$ cat config.mk
export PLATFORM = sky130hd
export DESIGN_NAME = nucleotide_triplet_packer_unit
export DESIGN_NICKNAME = d
export VERILOG_FILES = /design/src/design/ntp_pkg.sv /design/src/design/ntp_front.sv /design/src/design/ntp_queue.sv /design/src/design/ntp_back.sv /design/src/design/nucleotide_triplet_packer_unit.sv
export VERILOG_INCLUDE_DIRS = /design/src /design/src/design
export SDC_FILE = /design/constraint.sdc
export NUM_CORES = 1
export LEC_CHECK = 0
export BUFFER_PORTS_ARGS = -buffer_cell sky130_fd_sc_hd__clkbuf_2
export CAP_MARGIN = 15
export CORE_UTILIZATION = 50
export CTS_CLUSTER_SIZE = 20
export DETAILED_ROUTE_END_ITERATION = 10
export PLACE_DENSITY = 0.71
export SLEW_MARGIN = 30
export SYNTH_ARGS = -nofsm -noshare
export SYNTH_HDL_FRONTEND = slang
export SYNTH_SLANG_ARGS = --single-unit
$ cat constraint.sdc
create_clock -name clk -period 3.2 [get_ports clk]
set_input_delay 0.48 -clock clk [delete_from_list [all_inputs] [get_ports clk]]
set_output_delay 0.48 -clock clk [all_outputs]
set_load 0.01 [all_outputs]
$ cat src/design/nucleotide_triplet_packer_unit_assert.svh
// Assertion macros for the nucleotide triplet packer unit.
`ifndef NUCLEOTIDE_TRIPLET_PACKER_UNIT_ASSERT_SVH
`define NUCLEOTIDE_TRIPLET_PACKER_UNIT_ASSERT_SVH
`ifndef SYNTHESIS
// Check that a condition holds at every clock edge out of reset.
`define NTP_ASSERT_ALWAYS(lbl, cond, msg) \
  lbl: assert property (@(posedge clk) disable iff (!rst_n) (cond)) else $error(msg);
// Check that an antecedent implies a consequent in the same cycle.
`define NTP_ASSERT_IMPLY(lbl, ante, cons, msg) \
  lbl: assert property (@(posedge clk) disable iff (!rst_n) (ante) |-> (cons)) \
    else $error(msg);
`else
`define NTP_ASSERT_ALWAYS(lbl, cond, msg)
`define NTP_ASSERT_IMPLY(lbl, ante, cons, msg)
`endif
`endif

$ cat src/design/ntp_pkg.sv
// Shared types, constants and the symbol decoder of the triplet packer.
`timescale 1ns / 1ps
`default_nettype none
package ntp_pkg;

  // Queue between the front and the back
  localparam int QDEPTH = 4;
  localparam int QPTR_W = $clog2(QDEPTH);
  localparam int QCNT_W = $clog2(QDEPTH + 1);

  // Field widths
  localparam int SYM_W  = 8;
  localparam int DIG_W  = 3;
  localparam int RES_W  = 2;
  localparam int CODE_W = 7;
  localparam int POS_W  = 2;

  // Digit weights inside one triple
  localparam logic [CODE_W-1:0] WEIGHT_MID  = 7'd5;
  localparam logic [CODE_W-1:0] WEIGHT_HIGH = 7'd25;

  // Digit codes
  localparam logic [DIG_W-1:0] DIG_OTHER = 3'd0;
  localparam logic [DIG_W-1:0] DIG_A     = 3'd1;
  localparam logic [DIG_W-1:0] DIG_T     = 3'd2;
  localparam logic [DIG_W-1:0] DIG_C     = 3'd3;
  localparam logic [DIG_W-1:0] DIG_G     = 3'd4;

  // Digit positions inside one triple
  localparam logic [POS_W-1:0] POS_LOW  = 2'd0;
  localparam logic [POS_W-1:0] POS_MID  = 2'd1;
  localparam logic [POS_W-1:0] POS_HIGH = 2'd2;

  // Classified item as it sits in the queue
  typedef struct packed {
    logic [DIG_W-1:0] digit;
    logic             first;
    logic             last;
    logic [RES_W-1:0] residue;
  } q_entry_t;

  // Queue fill status
  typedef struct packed {
    logic full;
    logic empty;
  } q_status_t;

  // Map an ASCII character to its digit, ignoring case
  function automatic logic [DIG_W-1:0] base_digit(input logic [SYM_W-1:0] ch);
    logic [DIG_W-1:0] d;
    case (ch)
      8'h41, 8'h61: d = DIG_A;
      8'h54, 8'h74: d = DIG_T;
      8'h43, 8'h63: d = DIG_C;
      8'h47, 8'h67: d = DIG_G;
      default:      d = DIG_OTHER;
    endcase
    return d;
  endfunction

endpackage
`default_nettype wire

$ cat src/design/ntp_front.sv
// Front end: accepts input items, decodes the symbol and pushes to the queue.
`timescale 1ns / 1ps
`default_nettype none
module ntp_front (
  input  wire logic                     in_valid,
  output logic                          in_stall,
  input  wire logic [7:0]               in_symbol,
  input  wire logic                     in_first,
  input  wire logic                     in_last,
  input  wire logic [1:0]               in_length_residue,
  input  wire ntp_pkg::q_status_t       q_status,
  output logic                          push,
  output ntp_pkg::q_entry_t             push_data
);
  import ntp_pkg::*;

  // Stall the source only while the queue is full
  assign in_stall = q_status.full;
  assign push     = in_valid && !q_status.full;

  // Classify the item
  always_comb begin
    push_data.digit   = base_digit(in_symbol);
    push_data.first   = in_first;
    push_data.last    = in_last;
    push_data.residue = in_length_residue;
  end

endmodule
`default_nettype wire

$ cat src/design/ntp_queue.sv
// Short register queue between the front end and the packer.
`timescale 1ns / 1ps
`default_nettype none
module ntp_queue (
  input  wire logic                 clk,
  input  wire logic                 rst_n,
  input  wire logic                 push,
  input  wire ntp_pkg::q_entry_t    push_data,
  input  wire logic                 pop,
  output ntp_pkg::q_entry_t         head,
  output ntp_pkg::q_status_t        status
);
  import ntp_pkg::*;

  q_entry_t            slot_r [QDEPTH];
  logic [QPTR_W-1:0]   wr_ptr_r, wr_ptr_nxt;
  logic [QPTR_W-1:0]   rd_ptr_r, rd_ptr_nxt;
  logic [QCNT_W-1:0]   count_r, count_nxt;
  logic                do_push, do_pop;

  assign status.full  = (count_r == QCNT_W'(QDEPTH));
  assign status.empty = (count_r == '0);
  assign do_push      = push && !status.full;
  assign do_pop       = pop && !status.empty;
  assign head         = slot_r[rd_ptr_r];

  // Advance pointers and count
  always_comb begin
    wr_ptr_nxt = do_push ? wr_ptr_r + 1'b1 : wr_ptr_r;
    rd_ptr_nxt = do_pop ? rd_ptr_r + 1'b1 : rd_ptr_r;
    count_nxt  = count_r;
    if (do_push && !do_pop) begin
      count_nxt = count_r + 1'b1;
    end else if (do_pop && !do_push) begin
      count_nxt = count_r - 1'b1;
    end
  end

  always_ff @(posedge clk) begin
    if (!rst_n) begin
      wr_ptr_r <= '0;
      rd_ptr_r <= '0;
      count_r  <= '0;
    end else begin
      wr_ptr_r <= wr_ptr_nxt;
      rd_ptr_r <= rd_ptr_nxt;
      count_r  <= count_nxt;
    end
  end

  // Store the item
  always_ff @(posedge clk) begin
    if (do_push) begin
      slot_r[wr_ptr_r] <= push_data;
    end
  end

endmodule
`default_nettype wire

$ cat src/design/ntp_back.sv
// Back end: packs digits into triples, emits header and code items.
`timescale 1ns / 1ps
`default_nettype none
module ntp_back (
  input  wire logic                 clk,
  input  wire logic                 rst_n,
  input  wire ntp_pkg::q_entry_t    head,
  input  wire ntp_pkg::q_status_t   q_status,
  output logic                      pop,
  output logic                      out_valid,
  input  wire logic                 out_stall,
  output logic [6:0]                out_code,
  output logic                      out_is_header,
  output logic                      out_last_of_run
);
  import ntp_pkg::*;

  logic [CODE_W-1:0] sum_r, sum_nxt;
  logic [POS_W-1:0]  pos_r, pos_nxt;
  logic              hdr_done_r, hdr_done_nxt;
  logic              out_valid_r, out_valid_nxt;
  logic [CODE_W-1:0] code_r, code_nxt;
  logic              is_header_r, is_header_nxt;
  logic              last_r, last_nxt;

  logic              head_valid, load_ok, need_hdr, emit_code;
  logic [CODE_W-1:0] sum_base, term, sum_new;
  logic [POS_W-1:0]  pos_base;

  assign head_valid = !q_status.empty;
  assign load_ok    = !out_valid_r || !out_stall;
  assign need_hdr   = head.first && !hdr_done_r;

  // Restart the triple on a first item
  assign sum_base = head.first ? '0 : sum_r;
  assign pos_base = head.first ? POS_LOW : pos_r;

  // Weight the digit by its place in the triple
  always_comb begin
    case (pos_base)
      POS_LOW: term = CODE_W'(head.digit);
      POS_MID: term = CODE_W'(head.digit) * WEIGHT_MID;
      default: term = CODE_W'(head.digit) * WEIGHT_HIGH;
    endcase
  end

  assign sum_new   = sum_base + term;
  assign emit_code = (pos_base == POS_HIGH) || head.last;

  // Sequence header first, then the packed code
  always_comb begin
    pop           = 1'b0;
    sum_nxt       = sum_r;
    pos_nxt       = pos_r;
    hdr_done_nxt  = hdr_done_r;
    code_nxt      = code_r;
    is_header_nxt = is_header_r;
    last_nxt      = last_r;
    out_valid_nxt = out_valid_r && out_stall;
    if (head_valid) begin
      if (need_hdr) begin
        if (load_ok) begin
          out_valid_nxt = 1'b1;
          code_nxt      = CODE_W'(head.residue) + 1'b1;
          is_header_nxt = 1'b1;
          last_nxt      = 1'b0;
          hdr_done_nxt  = 1'b1;
        end
      end else if (emit_code) begin
        if (load_ok) begin
          pop           = 1'b1;
          out_valid_nxt = 1'b1;
          code_nxt      = sum_new + 1'b1;
          is_header_nxt = 1'b0;
          last_nxt      = head.last;
          sum_nxt       = '0;
          pos_nxt       = POS_LOW;
          hdr_done_nxt  = 1'b0;
        end
      end else begin
        // No result: fold the digit in and drop the item
        pop          = 1'b1;
        sum_nxt      = sum_new;
        pos_nxt      = pos_base + 1'b1;
        hdr_done_nxt = 1'b0;
      end
    end
  end

  always_ff @(posedge clk) begin
    if (!rst_n) begin
      sum_r       <= '0;
      pos_r       <= POS_LOW;
      hdr_done_r  <= 1'b0;
      out_valid_r <= 1'b0;
    end else begin
      sum_r       <= sum_nxt;
      pos_r       <= pos_nxt;
      hdr_done_r  <= hdr_done_nxt;
      out_valid_r <= out_valid_nxt;
    end
  end

  // Hold the output payload
  always_ff @(posedge clk) begin
    code_r      <= code_nxt;
    is_header_r <= is_header_nxt;
    last_r      <= last_nxt;
  end

  assign out_valid       = out_valid_r;
  assign out_code        = code_r;
  assign out_is_header   = is_header_r;
  assign out_last_of_run = last_r;

endmodule
`default_nettype wire

$ cat src/design/nucleotide_triplet_packer_unit.sv
// Top level of the nucleotide triplet packer.
//
// Input channel (in_valid / in_stall): one ASCII DNA character per item, with
// first and last flags and the length residue sampled on first. Output channel
// (out_valid / out_stall): code bytes; a header item (residue+1, is_header=1)
// leads each sequence, then one packed item 1+d0+5*d1+25*d2 per triple, the
// last one marked last_of_run and padded with zero digits.
// A front end decodes characters into a four-entry queue; a back end packs them
// into a registered output stage.
// An accepted item passes through the queue and then the registered output
// stage; the code that follows a header is loaded once the header is taken.
// Throughput: one item per cycle while out_stall is low; an item that starts a
// sequence is handled as header then digit, and the queue absorbs the delay.
// Reset clears the packing state, the queue and the output stage.
// When the receiver stalls, the output item holds, the queue fills and
// in_stall rises once its four entries are taken.
`timescale 1ns / 1ps
`default_nettype none
`include "nucleotide_triplet_packer_unit_assert.svh"
module nucleotide_triplet_packer_unit (
  input  wire logic       clk,
  input  wire logic       rst_n,
  input  wire logic       in_valid,
  output logic            in_stall,
  input  wire logic [7:0] in_symbol,
  input  wire logic       in_first,
  input  wire logic       in_last,
  input  wire logic [1:0] in_length_residue,
  output logic            out_valid,
  input  wire logic       out_stall,
  output logic [6:0]      out_code,
  output logic            out_is_header,
  output logic            out_last_of_run
);
  import ntp_pkg::*;

  q_status_t q_status;
  q_entry_t  push_data, head;
  logic      push, pop;

  ntp_front u_front (
    .in_valid          (in_valid),
    .in_stall          (in_stall),
    .in_symbol         (in_symbol),
    .in_first          (in_first),
    .in_last           (in_last),
    .in_length_residue (in_length_residue),
    .q_status          (q_status),
    .push              (push),
    .push_data         (push_data)
  );

  ntp_queue u_queue (
    .clk       (clk),
    .rst_n     (rst_n),
    .push      (push),
    .push_data (push_data),
    .pop       (pop),
    .head      (head),
    .status    (q_status)
  );

  ntp_back u_back (
    .clk             (clk),
    .rst_n           (rst_n),
    .head            (head),
    .q_status        (q_status),
    .pop             (pop),
    .out_valid       (out_valid),
    .out_stall       (out_stall),
    .out_code        (out_code),
    .out_is_header   (out_is_header),
    .out_last_of_run (out_last_of_run)
  );

  // A header never closes a run
  `NTP_ASSERT_IMPLY(a_hdr_not_last, out_valid && out_is_header, !out_last_of_run, "header marked last")
  // Codes stay in 1..125
  `NTP_ASSERT_IMPLY(a_code_range, out_valid, (out_code != 7'd0) && (out_code <= 7'd125), "code range")
  // An empty queue never stalls the source
  `NTP_ASSERT_IMPLY(a_empty_no_stall, q_status.empty, !in_stall, "stall with empty queue")
  // The back end never pops an empty queue
  `NTP_ASSERT_ALWAYS(a_no_pop_empty, !(pop && q_status.empty), "pop from empty queue")

endmodule
`default_nettype wire

* Word level (Yosys, flattened, before mapping) *
Memories as Yosys holds them, arrays and structs flattened. A register that Yosys moved wholly into a read port is not among the register bits.
Cells that the tools add are included.
W data, S select, Z words.

storage, ports and cells
  bits in writable memories = 28
  latch bits = 0
  bits of input ports = 16
  memories kept = 1
  memory bits (read-only) = 0
  output and inout bits = 11
  flip-flop bits (word level) = 27

memories
  name            depth  bits a word  rd ports  clocked after Yosys merged registers in  wr ports  RTL line         RTL
  u_queue.slot_r  4      7            1         1                                        1         ntp_queue.sv:15  q_entry_t slot_r [QDEPTH];

cells by class
  $mul = 2
  add/sub/neg operators = 8
  multiplexer cells = 35
  reduce and logical (&&, ||, !) cells = 27
  equality and inequality tests = 13
  bitwise gates (word level) = 2
  div/mod/pow operators = 0
  magnitude comparators = 0
  shifts and indexed selects = 0

operators with widths
  cell                   count
  $eq A8 B7 Y1 const B   8
  $mux W7                7
  $mux W1                19
  $pmux W7 S2            1
  $pmux W3 S4            1
  $mux W2                5
  $reduce_and A3 Y1      3
  $reduce_or A2 Y1       4
  $add A7 B1 Y7 const B  1
  $add A7 B7 Y7          1
  $logic_and A1 B1 Y1    7
  $logic_not A1 Y1       7
  $mul A3 B5 Y7 const B  1
  $add A2 B1 Y2 const B  3
  $mul A3 B3 Y6 const B  1
  $mux W3                2
  $ne A2 B1 Y1 const B   2
  $reduce_bool A2 Y1     2
  $add A2 B1 Y3 const B  1
  $add A3 B1 Y3 const B  1
  $eq A3 B3 Y1 const B   1
  $logic_not A3 Y1       1
  $sub A3 B1 Y3 const B  1
  $eq A2 B1 Y1 const B   1
  other kinds (4)        6

* Longest topological paths before layout *
  depth in word-level cells = 10
  gate-level depth with buffers = 16
  gate-level depth less buffers = 15

* Hierarchy *
From an unflattened synthesis, not the netlist that was laid out.

unflattened totals
  cells, all modules = 245
  area total of the unflattened synthesis = 3030.4 µm²

by module, submodules not included
  module     area an instance (µm²)  cells each  sequential area each (µm²)  times used
  ntp_queue  1496.4                  85          1021.0                      1
  ntp_back   1433.9                  146         490.5                       1
  ntp_front  100.1                   14          0.0                         1

* Least setup slack after synthesis *
No wires, ideal clock.

  path kind = register to register
  start = reg with a tool-made name
  end = reg u_back.code_r[6] (netlist: u_back.out_code[6]), data pin
  data required time = 2.943 ns
  arrival = 3.011 ns
  cell stages (with the launch flop) = 15
  clock period less this slack = 3.268 ns
  buffers on the path = 1
  library setup time = 0.257 ns
  slack = -0.068 ns
  path through = dfxtp_1 -> buf_6 -> mux4_1 -> ha_1 -> ha_1 -> ha_1 -> a22oi_1 -> nor2_1 -> ha_1 -> inv_1 -> a211oi_1 -> o21ai_0 -> a211oi_1 -> a2111o_1 -> nand2_1

RTL lines
  element                 RTL line         RTL
  end signal: assignment  ntp_back.sv:106  code_r <= code_nxt;
  end: declaration        ntp_back.sv:22   logic [CODE_W-1:0] code_r, code_nxt;

==> out/results.md <==
| Stage | Result | Value |
|---|---|---|
| cts | Bufs on Longest Clock Path | 2 |
| cells and area | Area added between synthesis and finish | 29.90% |
| synth | Number of cells produced by synthesis | 249 |
| place | Final weighted congestion in routability-driven placement | 0.7937 |
| critical path | Maximum fanout along the worst path | 3 |
| power and ir drop | Clock network power share | 24.3% |
| power and ir drop | Fraction of power spent switching nets | 33.30% |
| global routing | Largest net degree at the start of global routing | 24 |
| synth | Dominant synthesized flop cell | edfxtp_1 |
| critical path | Largest incremental delay on the critical path | 0.55 ns |
| drt | Number of design rule violations left after detail routing | 0 |
| sta | Peak clock frequency supported by timing | 0.3098 GHz |
| synth | Synthesized area | 2984 sq um |
| synth | Dominant cell by count in the synthesized netlist | edfxtp_1 |
| cts | Number of buffers inserted during clock tree synthesis | 9 |
| drt | DR pass1 iterations | 4 |
| floorplan | Die X | 79.26 um |
| critical path | Crit-path cells | buf_6, mux4_2, buf_6, ha_1, inv_1, ha_1, a22oi_2, nor2_1, ha_1, o21ai_2, a211oi_2, a2111o_1, nand2_1 |
| cells and area | Net count, final | 350 |
| sta | Final critical delay including setup and external delays | 3.228 ns |
| cells and area | Antenna fix cells | 0 |
| floorplan | Starting Density | 52.89% |
| critical path | CP most frequent cell | ha_1 |
| place | Sum of net half-perimeters after detailed placement | 4067 um |
| sta | Setup repair after global routing missed its margin | yes |
| critical path | Startpoint type of the worst setup path | register |
| global routing | Vias in the first global route | 2120 |
| place | Quantity of I/O buffers inserted on ports | 25 |
| power and ir drop | Part of the total power dissipated in sequential elements | 32.4% |
| cts | Clock insertion delay at the later pin of the skew report | 0.34 ns |
| global routing | Antenna violations before repair | 0 |
| global routing | Global-route total usage across every layer | 20.99% |
| cts | Number of hold buffers added after CTS | 0 |
| cts | Num Clock Sinks | 57 |
| global routing | Global-route wire length before repair | 9660 um |
| status | Failing checks | setup timing |
| synth | Biggest area consumer among synthesized cells | edfxtp_1 |
| place | Pre-CTS setup slack | -0.1998 ns |
| floorplan | Y dimension of the die | 79.26 um |
| critical path | Worst path arrival time | 3.32 ns |
| drt | Detail Route met2 WL | 3132 um |
| power and ir drop | Cell Int Power | 0.002169 W |
| synth | Top cell type's share of synthesized area | 37.23% |
| synth | Syn nets | 286 |
| drt | Wire length on met3 | 158 um |
| min path | Path type of the worst min-delay path | input pin to register |
| drt | Per-cell via count in the routed design | 5.349 |
| cts | Clock transition at path regs | 0.07 ns |
| floorplan | Number of placement rows | 27 |
| critical path | Start-to-end type of the worst setup path | register to register |
| critical path | Required time of the critical path | 3.29 ns |
| drt | DRT met1 WL | 2618 um |
| critical path | Slowest cell on crit path | mux4_2 |
| global routing | Congestion Overflow GR | 0 |
| sta | Maximum clock skew at final layout | 0.005000 ns |
| floorplan | Number of top-level pins | 27 |
| synth | Sequential-to-total area share from yosys stat | 50.65% |
| floorplan | Full die area | 6281 sq um |
| drt | Highest layer used for signal routing | met4 |
| cells and area | Fraction of layout cells with a size suffix above 1 | 37.74% |
| power and ir drop | Reported leakage power | 1.520 nW |
| cells and area | Final std cell area, no fill | 3876 sq um |
| critical path | Family of cells with the greatest summed delay on the critical path | adder cells |
| synth | Post-synth EDFFs | 37 |
| drt | Total length of routed wires | 6014 um |
| sta | Least-Margin Pin Slew | 0.8803 ns |
| sta | Max Transition Viols Final | 0 |
| cts | Number of H-tree branching levels | 3 |
| cts | TritonCTS clock tree | yes |
| power and ir drop | Power density cells | 838.9 nW/um^2 |
| flow run | Number of maximum-capacitance constraint violations | 0 |
| drt | Count of nets left with antenna violations after detail routing | 0 |
| sta | Final hold slack | 0.3601 ns |
| critical path | CP Buf/Inv Count | 3 |
| power and ir drop | Reported net switching power | 0.001083 W |
| min path | Hold Startpoint | in_first |
| sta | Final number of setup-violating endpoints | 1 |
| sta | Slew headroom | 41.19% |
| synth | Async set-or-reset flop fraction in the synthesized netlist | 0% |
| drt | Detailed router's first-iteration violation count | 77 |
| floorplan | Core Area | 5642 sq um |
| synth | Mean area per synthesized cell | 11.98 sq um |
| synth | Yosys reg bits | 57 |
| cts | Cell at the root of the clock tree | clkbuf_8 |
| synth | Leading post-synthesis cells by instance count | 37 x edfxtp_1, 20 x dfxtp_1, 20 x nand2_1 |
| synth | Largest cells by area after synthesis | edfxtp_1 37%, dfxtp_1 13%, ha_1 8.0%, mux4_1 4.4%, and2_1 2.7% |
| status | Run status | finished with violations |
| power and ir drop | Combinational fraction of design power | 43.3% |
| drt | Detail-routed net length per standard cell | 15.42 um |
| critical path | Type of destination of the critical path | register |
| cells and area | FILL cells | 400 |
| synth | Number of library cell types mapped by synthesis | 51 |
| sta | Total count of hold-check failures in the final report | 0 |
| synth | Number of warnings printed during yosys synthesis | 0 |
| drt | Via total after detailed routing | 2086 |
| place | Total cell area at the placement stage | 3361 sq um |
| power and ir drop | Final total power | 0.003252 W |
| power and ir drop | VDD IR max | 0.0004343 V |
| sta | Crit share post-route | 100.9% |
| sta | Final worst setup slack | -0.02791 ns |
==> area by class of cell <==
class / count / area, sq um / share of cell area (%)
multi-input combinational: 170 / 1565 / 40.38
sequential: 57 / 1513 / 39.03
timing repair buffer: 62 / 426.7 / 11.01
clock buffer: 9 / 123.9 / 3.196
clock inverter: 7 / 108.9 / 2.808
tap: 72 / 90.09 / 2.324
inverter: 13 / 48.80 / 1.259
==> flip-flops by register name (all words and copies together) (netlist names), 2 cells and up, named ones only <==
register / flops
u_back.out_code: 7
u_queue.rd_ptr_r: 2
u_queue.count_r: 3
u_back.pos_r: 2
u_queue.wr_ptr_r: 2
u_back.sum_r: 7
u_queue.slot_r: 28
==> metal layers <==
metal  vias to the layer above  GRT usage (%)
li1                       1024              -
met3                         9          5.517
met4                         0          9.818
met5                         -              0
met2                        31          35.34
met1                      1022          24.96
==> through the flow <==
stage	instances	util (%)	TNS, ns
finish	390	68.71	-0.02791
global placement	366	59.57	-0.08406
global route	390	68.71	-0.4549
detailed placement	366	59.57	-0.4101
CTS	383	64.80	0
floorplan	249	-	0
==> what timing repair did <==
action	4_1_cts	5_1_grt
resized for setup	18	31
pin swaps	7	17
setup endpoints to repair	5	6
buffers inserted	1	7
==> power groups by stage <==
stage | Combinational, W | Sequential [W] | Clock [W]
floorplan | 0.000763 | 0.00108 | 0
detailed placement | 0.00119 | 0.00107 | 0
global placement | 0.00116 | 0.00105 | 0
global route | 0.00155 | 0.00107 | 0.000846
CTS | 0.00124 | 0.00106 | 0.000805
finish | 0.00141 | 0.00106 | 0.000790
==> path summary, 6_finish.rpt <==
check,to,slack [ns],cells past startpoint
min,u_queue.slot_r[2][3]$_DFFE_PP_,0.36,1
min reg2reg,u_back.hdr_done_r$_SDFFE_PN0P_,0.45,2
max reg2reg,u_back.out_code[6]$_SDFFCE_PP0P_,-0.03,13
max,u_back.out_code[6]$_SDFFCE_PP0P_,-0.03,13
==> cells in the final DEF, fill, tap and decap left out, types with 5 or more instances in the layout <==
master	count
and2_1	13
nor2_1	9
buf_4	33
nand2_1	20
nor2b_1	11
xor2_1	5
clkbuf_8	9
o21ai_0	6
xnor2_1	7
nand3_1	9
inv_1	11
edfxtp_1	37
clkbuf_2	25
dfxtp_1	19
ha_1	13
a21boi_0	5
==> cells by family (layout without fill, tap and decap cells) <==
logic type               after synthesis  count (layout)  share of synthesized area (%)
buffers and inverters                 22              91                          3.563
XOR/XNOR                              15              15                          4.403
AO/OA/AOI/OAI                         36              36                          8.637
adder cells (fa/ha/maj)               21              21                          9.308
AND/OR/NAND/NOR                       85              85                          15.43
multiplexers                          13              13                          8.008
flip-flops                            57              57                          50.65
(Power assumes the default switching activity.)
